## config.mk

```make
export PLATFORM = sky130hd
export DESIGN_NAME = up_down_time_of_day_clock
export DESIGN_NICKNAME = d
export VERILOG_FILES = /design/src/hdl/udtod_pkg.sv /design/src/hdl/udtod_step.sv /design/src/hdl/up_down_time_of_day_clock.sv
export VERILOG_INCLUDE_DIRS = /design/src /design/src/hdl
export SDC_FILE = /design/constraint.sdc
export NUM_CORES = 1
export LEC_CHECK = 0
export ABC_AREA = 1
export BUFFER_PORTS_ARGS = -buffer_cell sky130_fd_sc_hd__buf_2
export CAP_MARGIN = 5
export CORE_ASPECT_RATIO = 0.6
export CORE_MARGIN = 2
export CORE_UTILIZATION = 50
export CTS_BUF_LIST = sky130_fd_sc_hd__clkbuf_8
export DETAILED_ROUTE_END_ITERATION = 6
export PLACE_DENSITY = 0.84
export SETUP_SLACK_MARGIN = 0.05
export SYNTH_ARGS = -nofsm -noshare
export SYNTH_HDL_FRONTEND = slang
export SYNTH_SLANG_ARGS = --single-unit
```

## constraint.sdc

```tcl
create_clock -name clk_i -period 4.18 [get_ports clk_i]
set_clock_uncertainty 0.15 [all_clocks]
set_input_delay 0 -clock clk_i [delete_from_list [all_inputs] [get_ports clk_i]]
set_output_delay 0 -clock clk_i [all_outputs]
set_load 0.02 [all_outputs]
```

## src/hdl/up_down_time_of_day_clock_macros.svh

```systemverilog
// ---------------------------------------------------------------------------
// Assertion macros for the up/down time-of-day clock
// Shared concurrent assertion shorthands, clocked on clk_i.
// ---------------------------------------------------------------------------
`ifndef UP_DOWN_TIME_OF_DAY_CLOCK_MACROS_SVH
`define UP_DOWN_TIME_OF_DAY_CLOCK_MACROS_SVH

// Checked on every rising edge while reset is released.
`define UDTOD_ASSERT(label, prop, msg) \
  label: assert property (@(posedge clk_i) disable iff (!rst_ni) (prop)) else $error(msg);

// Checked on every rising edge, reset included.
`define UDTOD_ASSERT_ALWAYS(label, prop, msg) \
  label: assert property (@(posedge clk_i) (prop)) else $error(msg);

`endif

```

## src/hdl/udtod_pkg.sv

```systemverilog
// ---------------------------------------------------------------------------
// Time-of-day clock package
// Transaction types, input kind codes and range constants.
// ---------------------------------------------------------------------------
`default_nettype none

package udtod_pkg;

  // Kind of an input transaction.
  typedef enum logic [1:0] {
    KIND_TICK       = 2'd0,
    KIND_SET_TIME   = 2'd1,
    KIND_SET_FORMAT = 2'd2,
    KIND_SET_RUN    = 2'd3
  } kind_e;

  // Configuration register byte addresses.
  localparam int unsigned ADDR_W = 2;
  localparam logic [ADDR_W-1:0] REG_COUNT_DOWN = 2'd0;

  // Range limits of the time fields.
  localparam logic [5:0] SEC_LAST  = 6'd59;
  localparam logic [5:0] MIN_LAST  = 6'd59;
  localparam logic [4:0] HOUR_LAST = 5'd23;
  localparam logic [4:0] HOUR_NOON = 5'd12;
  localparam logic [4:0] HOUR_ELEVEN = 5'd11;
  localparam logic [4:0] HOUR_ONE  = 5'd1;
  localparam logic [4:0] HOUR_ZERO = 5'd0;

  // Input transaction.
  typedef struct packed {
    kind_e      kind;
    logic [4:0] hour_value;
    logic [5:0] minute_value;
    logic [5:0] second_value;
    logic       new_format_12h;
    logic       new_run;
  } in_t;

  // Result transaction; it is also the full clock state.
  typedef struct packed {
    logic [4:0] hour;
    logic [5:0] minute;
    logic [5:0] second;
    logic       pm;
    logic       format_12h;
    logic       running;
  } out_t;

endpackage

`default_nettype wire

```

## src/hdl/udtod_step.sv

```systemverilog
// ---------------------------------------------------------------------------
// Time-of-day clock next-state logic
// Applies one input transaction to the current clock state.
// ---------------------------------------------------------------------------
`default_nettype none

module udtod_step (
  input  wire udtod_pkg::out_t state_i,
  input  wire udtod_pkg::in_t  item_i,
  input  wire logic            count_down_i,
  output udtod_pkg::out_t      state_o
);

  logic [4:0] hour_up;
  logic [4:0] hour_dn;
  logic [4:0] hour_set;
  logic [5:0] min_set;
  logic [5:0] sec_set;

  // AM/PM flips when the hour change lands on midnight or noon, or on the
  // hour just before them with a nonzero minute.
  function automatic logic meridiem_flip(input logic [4:0] h, input logic [5:0] m);
    logic on_mark;
    logic before_mark;
    on_mark     = (h == udtod_pkg::HOUR_ZERO) || (h == udtod_pkg::HOUR_NOON);
    before_mark = (h == udtod_pkg::HOUR_ELEVEN) || (h == udtod_pkg::HOUR_LAST);
    return (on_mark && (m == 6'd0)) || (before_mark && (m != 6'd0));
  endfunction

  // Hour candidates for a carry up or a borrow down.
  always_comb begin
    if (state_i.format_12h) begin
      hour_up = (state_i.hour >= udtod_pkg::HOUR_NOON) ? udtod_pkg::HOUR_ONE
                                                        : state_i.hour + 5'd1;
      hour_dn = (state_i.hour <= udtod_pkg::HOUR_ONE) ? udtod_pkg::HOUR_NOON
                                                       : state_i.hour - 5'd1;
    end else begin
      hour_up = (state_i.hour >= udtod_pkg::HOUR_LAST) ? udtod_pkg::HOUR_ZERO
                                                        : state_i.hour + 5'd1;
      hour_dn = (state_i.hour == udtod_pkg::HOUR_ZERO) ? udtod_pkg::HOUR_LAST
                                                        : state_i.hour - 5'd1;
    end
  end

  // Saturated load values.
  always_comb begin
    hour_set = (item_i.hour_value > udtod_pkg::HOUR_LAST) ? udtod_pkg::HOUR_LAST
                                                          : item_i.hour_value;
    min_set  = (item_i.minute_value > udtod_pkg::MIN_LAST) ? udtod_pkg::MIN_LAST
                                                           : item_i.minute_value;
    sec_set  = (item_i.second_value > udtod_pkg::SEC_LAST) ? udtod_pkg::SEC_LAST
                                                           : item_i.second_value;
  end

  // Apply the transaction.
  always_comb begin
    state_o = state_i;
    case (item_i.kind)
      udtod_pkg::KIND_TICK: begin
        if (state_i.running) begin
          if (!count_down_i) begin
            if (state_i.second >= udtod_pkg::SEC_LAST) begin
              state_o.second = 6'd0;
              if (state_i.minute >= udtod_pkg::MIN_LAST) begin
                state_o.minute = 6'd0;
                state_o.hour   = hour_up;
                state_o.pm     = state_i.pm ^ meridiem_flip(hour_up, 6'd0);
              end else begin
                state_o.minute = state_i.minute + 6'd1;
              end
            end else begin
              state_o.second = state_i.second + 6'd1;
            end
          end else begin
            if (state_i.second == 6'd0) begin
              state_o.second = udtod_pkg::SEC_LAST;
              if (state_i.minute == 6'd0) begin
                state_o.minute = udtod_pkg::MIN_LAST;
                state_o.hour   = hour_dn;
                state_o.pm     = state_i.pm ^ meridiem_flip(hour_dn, udtod_pkg::MIN_LAST);
              end else begin
                state_o.minute = state_i.minute - 6'd1;
              end
            end else begin
              state_o.second = state_i.second - 6'd1;
            end
          end
        end
      end
      udtod_pkg::KIND_SET_TIME: begin
        state_o.hour   = hour_set;
        state_o.minute = min_set;
        state_o.second = sec_set;
        // An afternoon hour sets PM and folds in twelve-hour format.
        if (hour_set > udtod_pkg::HOUR_NOON) begin
          state_o.pm = 1'b1;
          if (state_i.format_12h) begin
            state_o.hour = hour_set - udtod_pkg::HOUR_NOON;
          end
        end
      end
      udtod_pkg::KIND_SET_FORMAT: begin
        if (item_i.new_format_12h) begin
          if (state_i.hour >= udtod_pkg::HOUR_NOON) begin
            state_o.hour = state_i.hour - udtod_pkg::HOUR_NOON;
            state_o.pm   = 1'b1;
          end
        end else if (state_i.format_12h && state_i.pm &&
                     (state_i.hour < udtod_pkg::HOUR_NOON)) begin
          state_o.hour = state_i.hour + udtod_pkg::HOUR_NOON;
        end
        state_o.format_12h = item_i.new_format_12h;
      end
      udtod_pkg::KIND_SET_RUN: begin
        state_o.running = item_i.new_run;
      end
      default: begin
        state_o = state_i;
      end
    endcase
  end

endmodule

`default_nettype wire

```

## src/hdl/up_down_time_of_day_clock.sv

```systemverilog
// ---------------------------------------------------------------------------
// Up/down time-of-day clock
// Hours, minutes and seconds with 12/24-hour format and a run control.
// ---------------------------------------------------------------------------
// Each input transaction (a one-second tick, a time load, a format switch or
// a start/stop command) returns one result holding the time after it. A
// transaction is captured in an input register and applied to the clock
// state when the result register takes it; one transaction is accepted
// every clock while the output side keeps up. The count direction comes
// from the count_down register at address 0 of the APB port; write it
// only while the block is idle.
`default_nettype none

module up_down_time_of_day_clock (
  input  wire logic                             clk_i,
  input  wire logic                             rst_ni,
  // Input channel
  input  wire logic                             in_valid_i,
  output logic                                  in_stall_o,
  input  wire udtod_pkg::in_t                   in_data_i,
  // Result channel
  output logic                                  out_valid_o,
  input  wire logic                             out_stall_i,
  output udtod_pkg::out_t                       out_data_o,
  // Configuration port
  input  wire logic                             psel,
  input  wire logic                             penable,
  input  wire logic                             pwrite,
  input  wire logic [udtod_pkg::ADDR_W-1:0]     paddr,
  input  wire logic [31:0]                      pwdata,
  output logic [31:0]                           prdata,
  output logic                                  pready
);

`include "up_down_time_of_day_clock_macros.svh"

  logic            count_down_q;
  logic            in_vld_q;
  logic            in_vld_d;
  udtod_pkg::in_t  in_q;
  logic            out_vld_q;
  logic            out_vld_d;
  udtod_pkg::out_t out_q;
  udtod_pkg::out_t state_q;
  udtod_pkg::out_t state_d;
  logic            out_free;
  logic            take_in;
  logic            move;
  logic            cfg_wr;

  // Configuration register.
  assign pready = 1'b1;
  assign cfg_wr = psel && penable && pwrite && (paddr == udtod_pkg::REG_COUNT_DOWN);
  assign prdata = (paddr == udtod_pkg::REG_COUNT_DOWN) ? {31'd0, count_down_q} : 32'd0;

  always_ff @(posedge clk_i or negedge rst_ni) begin
    if (!rst_ni) begin
      count_down_q <= 1'b0;
    end else if (cfg_wr) begin
      count_down_q <= pwdata[0];
    end
  end

  // Handshake control for the two register stages.
  assign out_free   = !out_vld_q || !out_stall_i;
  assign in_stall_o = in_vld_q && !out_free;
  assign take_in    = in_valid_i && !in_stall_o;
  assign move       = in_vld_q && out_free;

  always_comb begin
    in_vld_d = in_vld_q;
    if (take_in) begin
      in_vld_d = 1'b1;
    end else if (move) begin
      in_vld_d = 1'b0;
    end
    out_vld_d = out_vld_q;
    if (move) begin
      out_vld_d = 1'b1;
    end else if (out_vld_q && !out_stall_i) begin
      out_vld_d = 1'b0;
    end
  end

  // Next clock state from the captured transaction.
  udtod_step u_step (
    .state_i      (state_q),
    .item_i       (in_q),
    .count_down_i (count_down_q),
    .state_o      (state_d)
  );

  // Valid flags and clock state.
  always_ff @(posedge clk_i or negedge rst_ni) begin
    if (!rst_ni) begin
      in_vld_q  <= 1'b0;
      out_vld_q <= 1'b0;
      state_q   <= '0;
    end else begin
      in_vld_q  <= in_vld_d;
      out_vld_q <= out_vld_d;
      if (move) begin
        state_q <= state_d;
      end
    end
  end

  // Payload registers.
  always_ff @(posedge clk_i) begin
    if (take_in) begin
      in_q <= in_data_i;
    end
    if (move) begin
      out_q <= state_d;
    end
  end

  assign out_valid_o = out_vld_q;
  assign out_data_o  = out_q;

  // The shown result is always the latest clock state.
  `UDTOD_ASSERT(a_result_is_state, out_vld_q |-> (out_q == state_q), "result differs from state")
  // Time fields stay in range.
  `UDTOD_ASSERT(a_time_range, (state_q.hour <= udtod_pkg::HOUR_LAST) &&
    (state_q.minute <= udtod_pkg::MIN_LAST) && (state_q.second <= udtod_pkg::SEC_LAST),
    "time field out of range")
  // Twelve-hour format never shows an hour past noon.
  `UDTOD_ASSERT(a_hour_12h, state_q.format_12h |-> (state_q.hour <= udtod_pkg::HOUR_NOON),
    "hour above 12 in twelve-hour format")
  // The input side stalls only with a transaction held.
  `UDTOD_ASSERT(a_stall_held, in_stall_o |-> (in_vld_q && out_vld_q), "stall without held data")
  // State changes only when a transaction moves into the result register.
  `UDTOD_ASSERT(a_state_hold, !$past(move) |-> $stable(state_q), "state changed without a move")
  // The configuration port never inserts wait states.
  `UDTOD_ASSERT_ALWAYS(a_pready_high, pready == 1'b1, "pready dropped")

endmodule

`default_nettype wire

```

======== Word-level counts from Yosys, hierarchy flattened ========
Cells that the tools add are included.
storage, ports and cells
  register bits ........................... 64
  input bits .............................. 62
  output and inout bits ................... 55
  logic and storage cells ................. 113
cells by class
  add/sub/neg operators ................... 9
  $lt $le $gt $ge ......................... 10
  eq/ne operators ......................... 6
  mux-type cells .......................... 41
  bitwise gates (word level) .............. 2
  reductions and logical operators ........ 24
operator list
  cell                   number
  $mux W5                14
  $mux W18               2
  $mux W6                6
  $pmux W12 S2           1
  $mux W11               2
  $pmux W5 S3            1
  $mux W1                14
  $add A6 B1 Y6 const B  2
  $ge A6 B6 Y1 const B   2
  $gt A6 B6 Y1 const B   2
  $logic_not A6 Y1       2
  $sub A6 B1 Y6 const B  2
  $eq A5 B4 Y1 const B   2
  $logic_not A5 Y1       2
  $sub A5 B4 Y5 const B  2
  $logic_and A1 B1 Y1    9
  $add A5 B1 Y5 const B  1
  $add A5 B4 Y5 const B  1
  $eq A5 B5 Y1 const B   1
  $ge A5 B4 Y1 const B   1
  $ge A5 B5 Y1 const B   1
  $gt A5 B4 Y1 const B   1
  $gt A5 B5 Y1 const B   1
  $le A5 B1 Y1 const B   1
  10 further kinds       19

======== Longest topological paths before layout ========
Gate-level depths: netlist of the first run.
  depth in word-level cells ............... 11
  mapped depth ............................ 18
  depth with buffers taken out ............ 17

======== Modules after synthesis ========
Synthesis of the first run repeated with hierarchy kept, for this count alone.
unflattened totals
  cell total of the unflattened synthesis .. 552
  area total of the unflattened synthesis .. 4383.0 um^2
by module, submodules not included
  module                     times used  cells each  area each (um^2)  sequential area each (um^2)
  up_down_time_of_day_clock  1           180         2419.8            1806.7
  udtod_step                 1           372         1963.1            0.0

======== Worst setup path after synthesis of the first run ========
No wires, ideal clock.
  path kind ............................... flip-flop to flip-flop
  start point ............................. register state_q[18] (netlist name)
  end point ............................... register out_q (netlist bit out_data_o[2]), data pin
  setup time .............................. 0.261 ns
  arrival time ............................ 1.807 ns
  data required time ...................... 3.769 ns
  setup slack ............................. 1.962 ns
  cell stages (with the launch flop) ...... 15
  path buffers ............................ 1
  period minus slack after synthesis ...... 2.218 ns
  path through ............................ dfrtp_1 -> buf_2 -> inv_1 -> ha_1 -> inv_1 -> nor2_1 -> nand3_1 -> nand2_1 -> nand3_1 -> nor2_1 -> nand3_1 -> nand2_1 -> nand4_1 -> nand3_2 -> nand3_2
RTL lines
  element                 line                              text
  start, declared         up_down_time_of_day_clock.sv:44   udtod_pkg::out_t state_q;
  start signal, assigned  up_down_time_of_day_clock.sv:103  state_q <= state_d;
  end signal, assigned    up_down_time_of_day_clock.sv:114  out_q <= state_d;
  end, declared           up_down_time_of_day_clock.sv:43   udtod_pkg::out_t out_q;

==> results of run 1 <==
-- cell usage after synthesis (all sizes together) --
library cell and count:
a211oi 1, a21o 1, a21oi 27, a31oi 2, buf 42, clkbuf 7, clkinv 3, conb 2
dfrtp 23, edfxtp 41, ha 13, inv 50, nand2 135, nand3 38, nand4 10, nor2 34
nor3 9, nor3b 1, nor4 1, o2111ai 2, o211ai 12, o21ai 62, o221ai 7, o22ai 1
or2 1, xnor2 1, xor2 10
-- final timing paths --
kind                                   from  slack [ns]          end
worst max-delay path            state_q[18]        1.36  state_q[16]
max in group asynchronous            rst_ni        3.41   state_q[2]
worst min-delay path                 rst_ni        0.05     in_vld_q
worst max register to register  state_q[18]        1.36  state_q[16]
min in group clk_i                 paddr[0]        0.13    prdata[0]
worst min register to register     in_vld_q        0.39  out_valid_o
-- power groups by stage --
| stage | combinational [mW] | clock (mW) | sequential (mW) |
|---|---|---|---|
| final | 1.24 | 0.595 | 1.06 |
| after global routing | 1.40 | 0.625 | 1.09 |
| after CTS | 1.22 | 0.593 | 1.05 |
| after detailed placement | 1.18 | 0 | 1.06 |
| after global placement | 1.16 | 0 | 1.06 |
| after floorplan | 0.996 | 0 | 0.987 |
-- per-layer routing --
layer | up-vias | share of wire [%]
met5 | - | 0
met4 | 0 | 0.64
met3 | 12 | 10
met2 | 224 | 42
met1 | 1935 | 47
li1 | 1914 | -
-- sequential cells by signal (all words and copies together), names as in the netlist --
register and flops:
in_q 21, out_data_o 20, state_q 20, count_down_q 1, in_vld_q 1, out_valid_o 1
-- area by class of cell --
type                    count  area share, %
inverters                  53           4.06
multi-input cells         400           41.2
clock inverters             7           1.78
repair buffers             84           11.4
flip-flops and latches     64           36.2
well taps                 112           2.81
clock buffers               9           2.48
-- per-stage QoR --
| step | instance area, µm² | setup WS (ns) | util (%) | power, mW | std cells |
|---|---|---|---|---|---|
| after global placement | 4480 | 1.46 | 53.2 | 2.22 | 684 |
| final | 4990 | 1.36 | 59.2 | 2.90 | 729 |
| after floorplan | 4420 | 1.96 | - | 1.98 | 566 |
| after CTS | 4990 | 1.47 | 59.2 | 2.86 | 729 |
| after global routing | 4990 | 1.09 | 59.2 | 3.11 | 729 |
| after detailed placement | 4480 | 1.50 | 53.2 | 2.25 | 684 |
-- repair_timing --
item                      in CTS  in global routing
hold endpoints to repair      47                  0
hold buffers                  29                  0
setup buffers                  0                  0
-- cells by family after synthesis --
logic type | count (synthesis) | share of synthesized area (%)
buffers and inverters | 102 | 12.9
adders and majority gates | 13 | 3.78
AOI/OAI and AO/OA | 115 | 15.6
other | 2 | 0.174
and+or+nand+nor | 229 | 23.3
xor gates and xnor gates | 11 | 2.24
DFF | 64 | 42.0
==> results.sh, run 1 <==
export IMPL_port_buffers=53
export IMPL_yosysWarnings=0
export IMPL_cts_resized=0
export IMPL_grt_overflow_total=0
export IMPL_routedWlPerCell_um=15.8
export IMPL_p_switching_mw=1.32
export IMPL_worst_path_buf_inv=2
export IMPL_cp_end_kind="register"
export IMPL_vias=4085
export IMPL_ys_top_cells_by_area="edfxtp_1 29%, dfrtp_1 13%, nand2_1 11%"
export IMPL_start_kind="register"
export IMPL_insertion_delay_ns=0.36
export IMPL_syn2layout_area_growth_pct=15.9
export IMPL_status="finished clean"
export IMPL_irDropWorstVdd_uv=300
export IMPL_fin_crit_ns=2.82
export IMPL_setup_tns_final_ns=0
export IMPL_seq_area_um2=1810
export IMPL_crit_chain="inv_1, ha_1, inv_1, nor2_1, nand3_1, nand2_1, nand3_1, a21oi_1, nor2_1, o21ai_0, nand2_1, o2111ai_1, nand2_1, o21ai_0"
export IMPL_drt_initial_drc_count=335
export IMPL_met2_usage_pct=37.2
export IMPL_start_util_pct=51.1
export IMPL_timing_final_hold_violations=0
export IMPL_num_fill_cells=698
export IMPL_dp_hpwl_mm=7.89
export IMPL_cts_sinks=64
export IMPL_mostFrequentLayoutCells="131 x nand2_1, 58 x o21ai_0, 53 x buf_2"
export IMPL_ys_ff_latch=64
export IMPL_die_area_um2=9390
export IMPL_maxCapViolCount=0
export IMPL_vias_per_cell=5.60
export IMPL_ys_seq_area_share_pct=42.0
export IMPL_synth_top_area_share_pct=28.6
export IMPL_p_seq_share_pct=36.7
export IMPL_ant_nets=0
export IMPL_worst_path_stages=14
export IMPL_cts_tree="built"
export IMPL_cts_root_buffer="clkbuf_8"
export IMPL_powerDensity_nw_per_um2=582
export IMPL_clk_pin_slew_worst_paths_ns=0.09
export IMPL_grt_busiest_layer="met2"
export IMPL_dr_pass1_iters=5
export IMPL_cp_arrival_ns=2.91
export IMPL_fmax_mhz=355
export IMPL_use_met1_pct=36.8
export IMPL_tightest_slew_ns=0.842
export IMPL_h_tree_depth=3
export IMPL_placementRows=26
export IMPL_syn_inst=536
export IMPL_crit_family="simple AND/OR/NAND/NOR gates"
export IMPL_path_max_fanout=10
export IMPL_drive_gt1_share_pct=14.6
export IMPL_cpMostUsedCell="nand2_1"
export IMPL_syn_area_per_cell_um2=8.03
export IMPL_slew_violations=0
export IMPL_drc=0
export IMPL_slowest_stage="dfrtp_1"
export IMPL_post_route_period_util_pct=67.4
export IMPL_grt_setup_unrepaired="no"
export IMPL_yosysUniqueCellTypes=42
export IMPL_ff2ff_path_depth=14
export IMPL_clock_path_buffers=2
export IMPL_place_congestion=0.949
export IMPL_yosysTopAreaCell="edfxtp_1"
export IMPL_power_internal_mw=1.59
export IMPL_use_met3_pct=7.04
export IMPL_holdWs_ns=0.0532
export IMPL_path_class="reg2reg"
export IMPL_track_usage_pct=25.1
export IMPL_fp_dieW_um=124
export IMPL_min_path_type="in2async"
export IMPL_critical_path_max_stage_delay_ns=0.53
export IMPL_ios=117
export IMPL_die_h_um=75.9
export IMPL_slew_limit_headroom_pct=43.6
export IMPL_nNetsFinal=687
export IMPL_combPwrFrac_pct=42.8
export IMPL_setup_violations=0
export IMPL_drt_wl_total_mm=11.5
export IMPL_diodes=0
export IMPL_mappedNetlistArea_um2=4300
export IMPL_first_global_vias=3646
export IMPL_multi_input_area_um2=2050
export IMPL_antenna_found_initial=0
export IMPL_clkPwrFrac_pct=20.5
export IMPL_cts_buffers=9
export IMPL_swShare_pct=45.3
export IMPL_grt_pass1_wl_mm=17.9
export IMPL_layout_commonest_cell="nand2_1"
export IMPL_grt_max_degree=37
export IMPL_core_area_um2=8430
export IMPL_power_leakage_nw=2.27
export IMPL_cp_required_ns=4.28
No activity file was read; power rests on OpenSTA's default activity.
==> inputs of run 2 (changes only) <==
clock period = 2.89 ns   (was 4.18 ns; I/O delays follow)
==> run 2 against run 1 <==
Net effect: global-route usage increased by 0.35 points; die area unchanged; utilization increased by 1.0 points.
==> results.sh, run 2 (synthesized netlist as in run 1, its figures left out) <==
export IMPL_drc=0
export IMPL_syn2layout_area_growth_pct=17.9
export IMPL_p_total_mw=4.28
export IMPL_status="finished clean"
export IMPL_utilization_pct=60.2
export IMPL_cts_hold_buf=29
export IMPL_setup_violations=0
export IMPL_path_class="reg2reg"
export IMPL_layout_commonest_cell="nand2_1"
export IMPL_ant_nets=0
export IMPL_mostFrequentLayoutCells="131 x nand2_1, 58 x o21ai_0, 53 x buf_2"
export IMPL_power_leakage_nw=2.31
export IMPL_min_path_type="in2async"
export IMPL_dp_hpwl_mm=7.86
export IMPL_start_kind="register"
export IMPL_power_internal_mw=2.36
export IMPL_cp_end_kind="register"
export IMPL_vias_per_cell=5.47
export IMPL_routedWlPerCell_um=15.4
export IMPL_drt_wl_total_mm=11.4
export IMPL_largest_register_ffs=21
export IMPL_fin_crit_ns=2.63
export IMPL_grt_setup_unrepaired="no"
export IMPL_die_h_um=75.9
export IMPL_ios=117
export IMPL_grt_overflow_total=0
export IMPL_largest_register="in_q"
export IMPL_first_global_vias=3671
export IMPL_combPwrFrac_pct=45.8
export IMPL_place_inst=693
export IMPL_h_tree_depth=3
export IMPL_start_util_pct=51.1
export IMPL_nNetsFinal=696
export IMPL_grt_max_degree=37
export IMPL_clkPwrFrac_pct=20.1
export IMPL_fin_cells=738
export IMPL_path_max_fanout=12
export IMPL_cts_tree="built"
export IMPL_antenna_found_initial=0
export IMPL_swShare_pct=44.8
export IMPL_powerDensity_nw_per_um2=843
export IMPL_insertion_delay_ns=0.34
export IMPL_cp_arrival_ns=2.57
export IMPL_place_congestion=1.02
export IMPL_cts_setup_buffers=0
export IMPL_grt_pass1_wl_mm=18.3
export IMPL_p_switching_mw=1.92
export IMPL_vias=4036
export IMPL_clock_path_buffers=2
export IMPL_port_buffers=53
export IMPL_irDropWorstVdd_uv=423
export IMPL_maxCapViolCount=0
export IMPL_track_usage_pct=25.5
export IMPL_setup_tns_final_ns=0
export IMPL_post_route_period_util_pct=91.0
export IMPL_timing_final_hold_violations=0
export IMPL_cts_buffers=9
export IMPL_cts_resized=0
export IMPL_placementRows=26
export IMPL_cp_required_ns=2.83
export IMPL_slew_violations=0
export IMPL_p_seq_share_pct=34.2
export IMPL_diodes=0
export IMPL_fmax_mhz=380
export IMPL_slew_limit_headroom_pct=47.6
export IMPL_dr_pass1_iters=7
export IMPL_clk_pin_slew_worst_paths_ns=0.08
export IMPL_die_area_um2=9390
export IMPL_core_area_um2=8430
export IMPL_drive_gt1_share_pct=15.8
export IMPL_tightest_slew_ns=0.785
export IMPL_drt_initial_drc_count=470
export IMPL_cts_root_buffer="clkbuf_8"
export IMPL_cts_sinks=64
export IMPL_fp_dieW_um=124
[run 2: cell types whose count changed in the layout (fill, tap and decap cells not counted)]
cell and delta:
buf_12 +1, buf_4 +8, inv_1 -1, clkinv_2 -2
clkinv_4 +2, clkinv_1 +1
[run 2: critical path, cell delays in order, from the launching register on]
cell and delay (ns):
dfrtp_1 0.63, inv_1 0.17, ha_1 0.27, inv_1 0.07, nor2_1 0.05, nand2_1 0.08
nand2_1 0.07, nand2_1 0.15, nand2_1 0.11, nor2_1 0.10, nand3_1 0.12, nand2_1 0.11
nand4_1 0.11, nand3_2 0.10, nand3_2 0.08
[run 2: per-stage QoR]
step                hold slack [ns]  setup WS, ns  area, µm²
floorplan                    -0.446         0.672       4420
global placement             -0.127         0.378       4560
detailed placement           -0.126         0.324       4560
CTS                          0.0266         0.310       5070
global route                 0.0976        0.0870       5070
finish                       0.0346         0.259       5070
[run 2: power groups by stage]
stage	combinational, mW	clock (mW)	sequential, mW
after floorplan	1.44	0	1.43
after global placement	1.81	0	1.45
after detailed placement	1.86	0	1.46
after CTS	1.91	0.868	1.45
after global routing	2.20	0.907	1.49
final	1.96	0.859	1.46
[run 2: layout make-up]
class	instances	area, µm²
well taps	112	140
flip-flops and latches	64	1810
inverters	53	203
clock inverters	7	96.3
fillers	689	3350
clock buffers	9	124
repair buffers	93	651
multi-input cells	400	2050
[run 2: final timing paths]
kind,startpoint,to,slack [ns],cells past startpoint
setup / recovery,state_q[17],out_data_o[2],0.26,14
hold / removal,rst_ni,state_q[5],0.03,2
setup reg to reg,state_q[17],out_data_o[2],0.26,14
hold reg to reg,in_vld_q,out_valid_o,0.35,2
max in group asynchronous,rst_ni,state_q[15],2.16,2
min in group clk_i,paddr[0],prdata[0],0.12,3
[run 2: per-layer routing]
metal / vias up / global-route usage [%] / wire (µm)
li1: 1930 / - / -
met1: 1871 / 36.7 / 5100
met2: 218 / 38.0 / 4950
met3: 17 / 7.19 / 1210
met4: 0 / 6.69 / 101
met5: - / 0 / 0
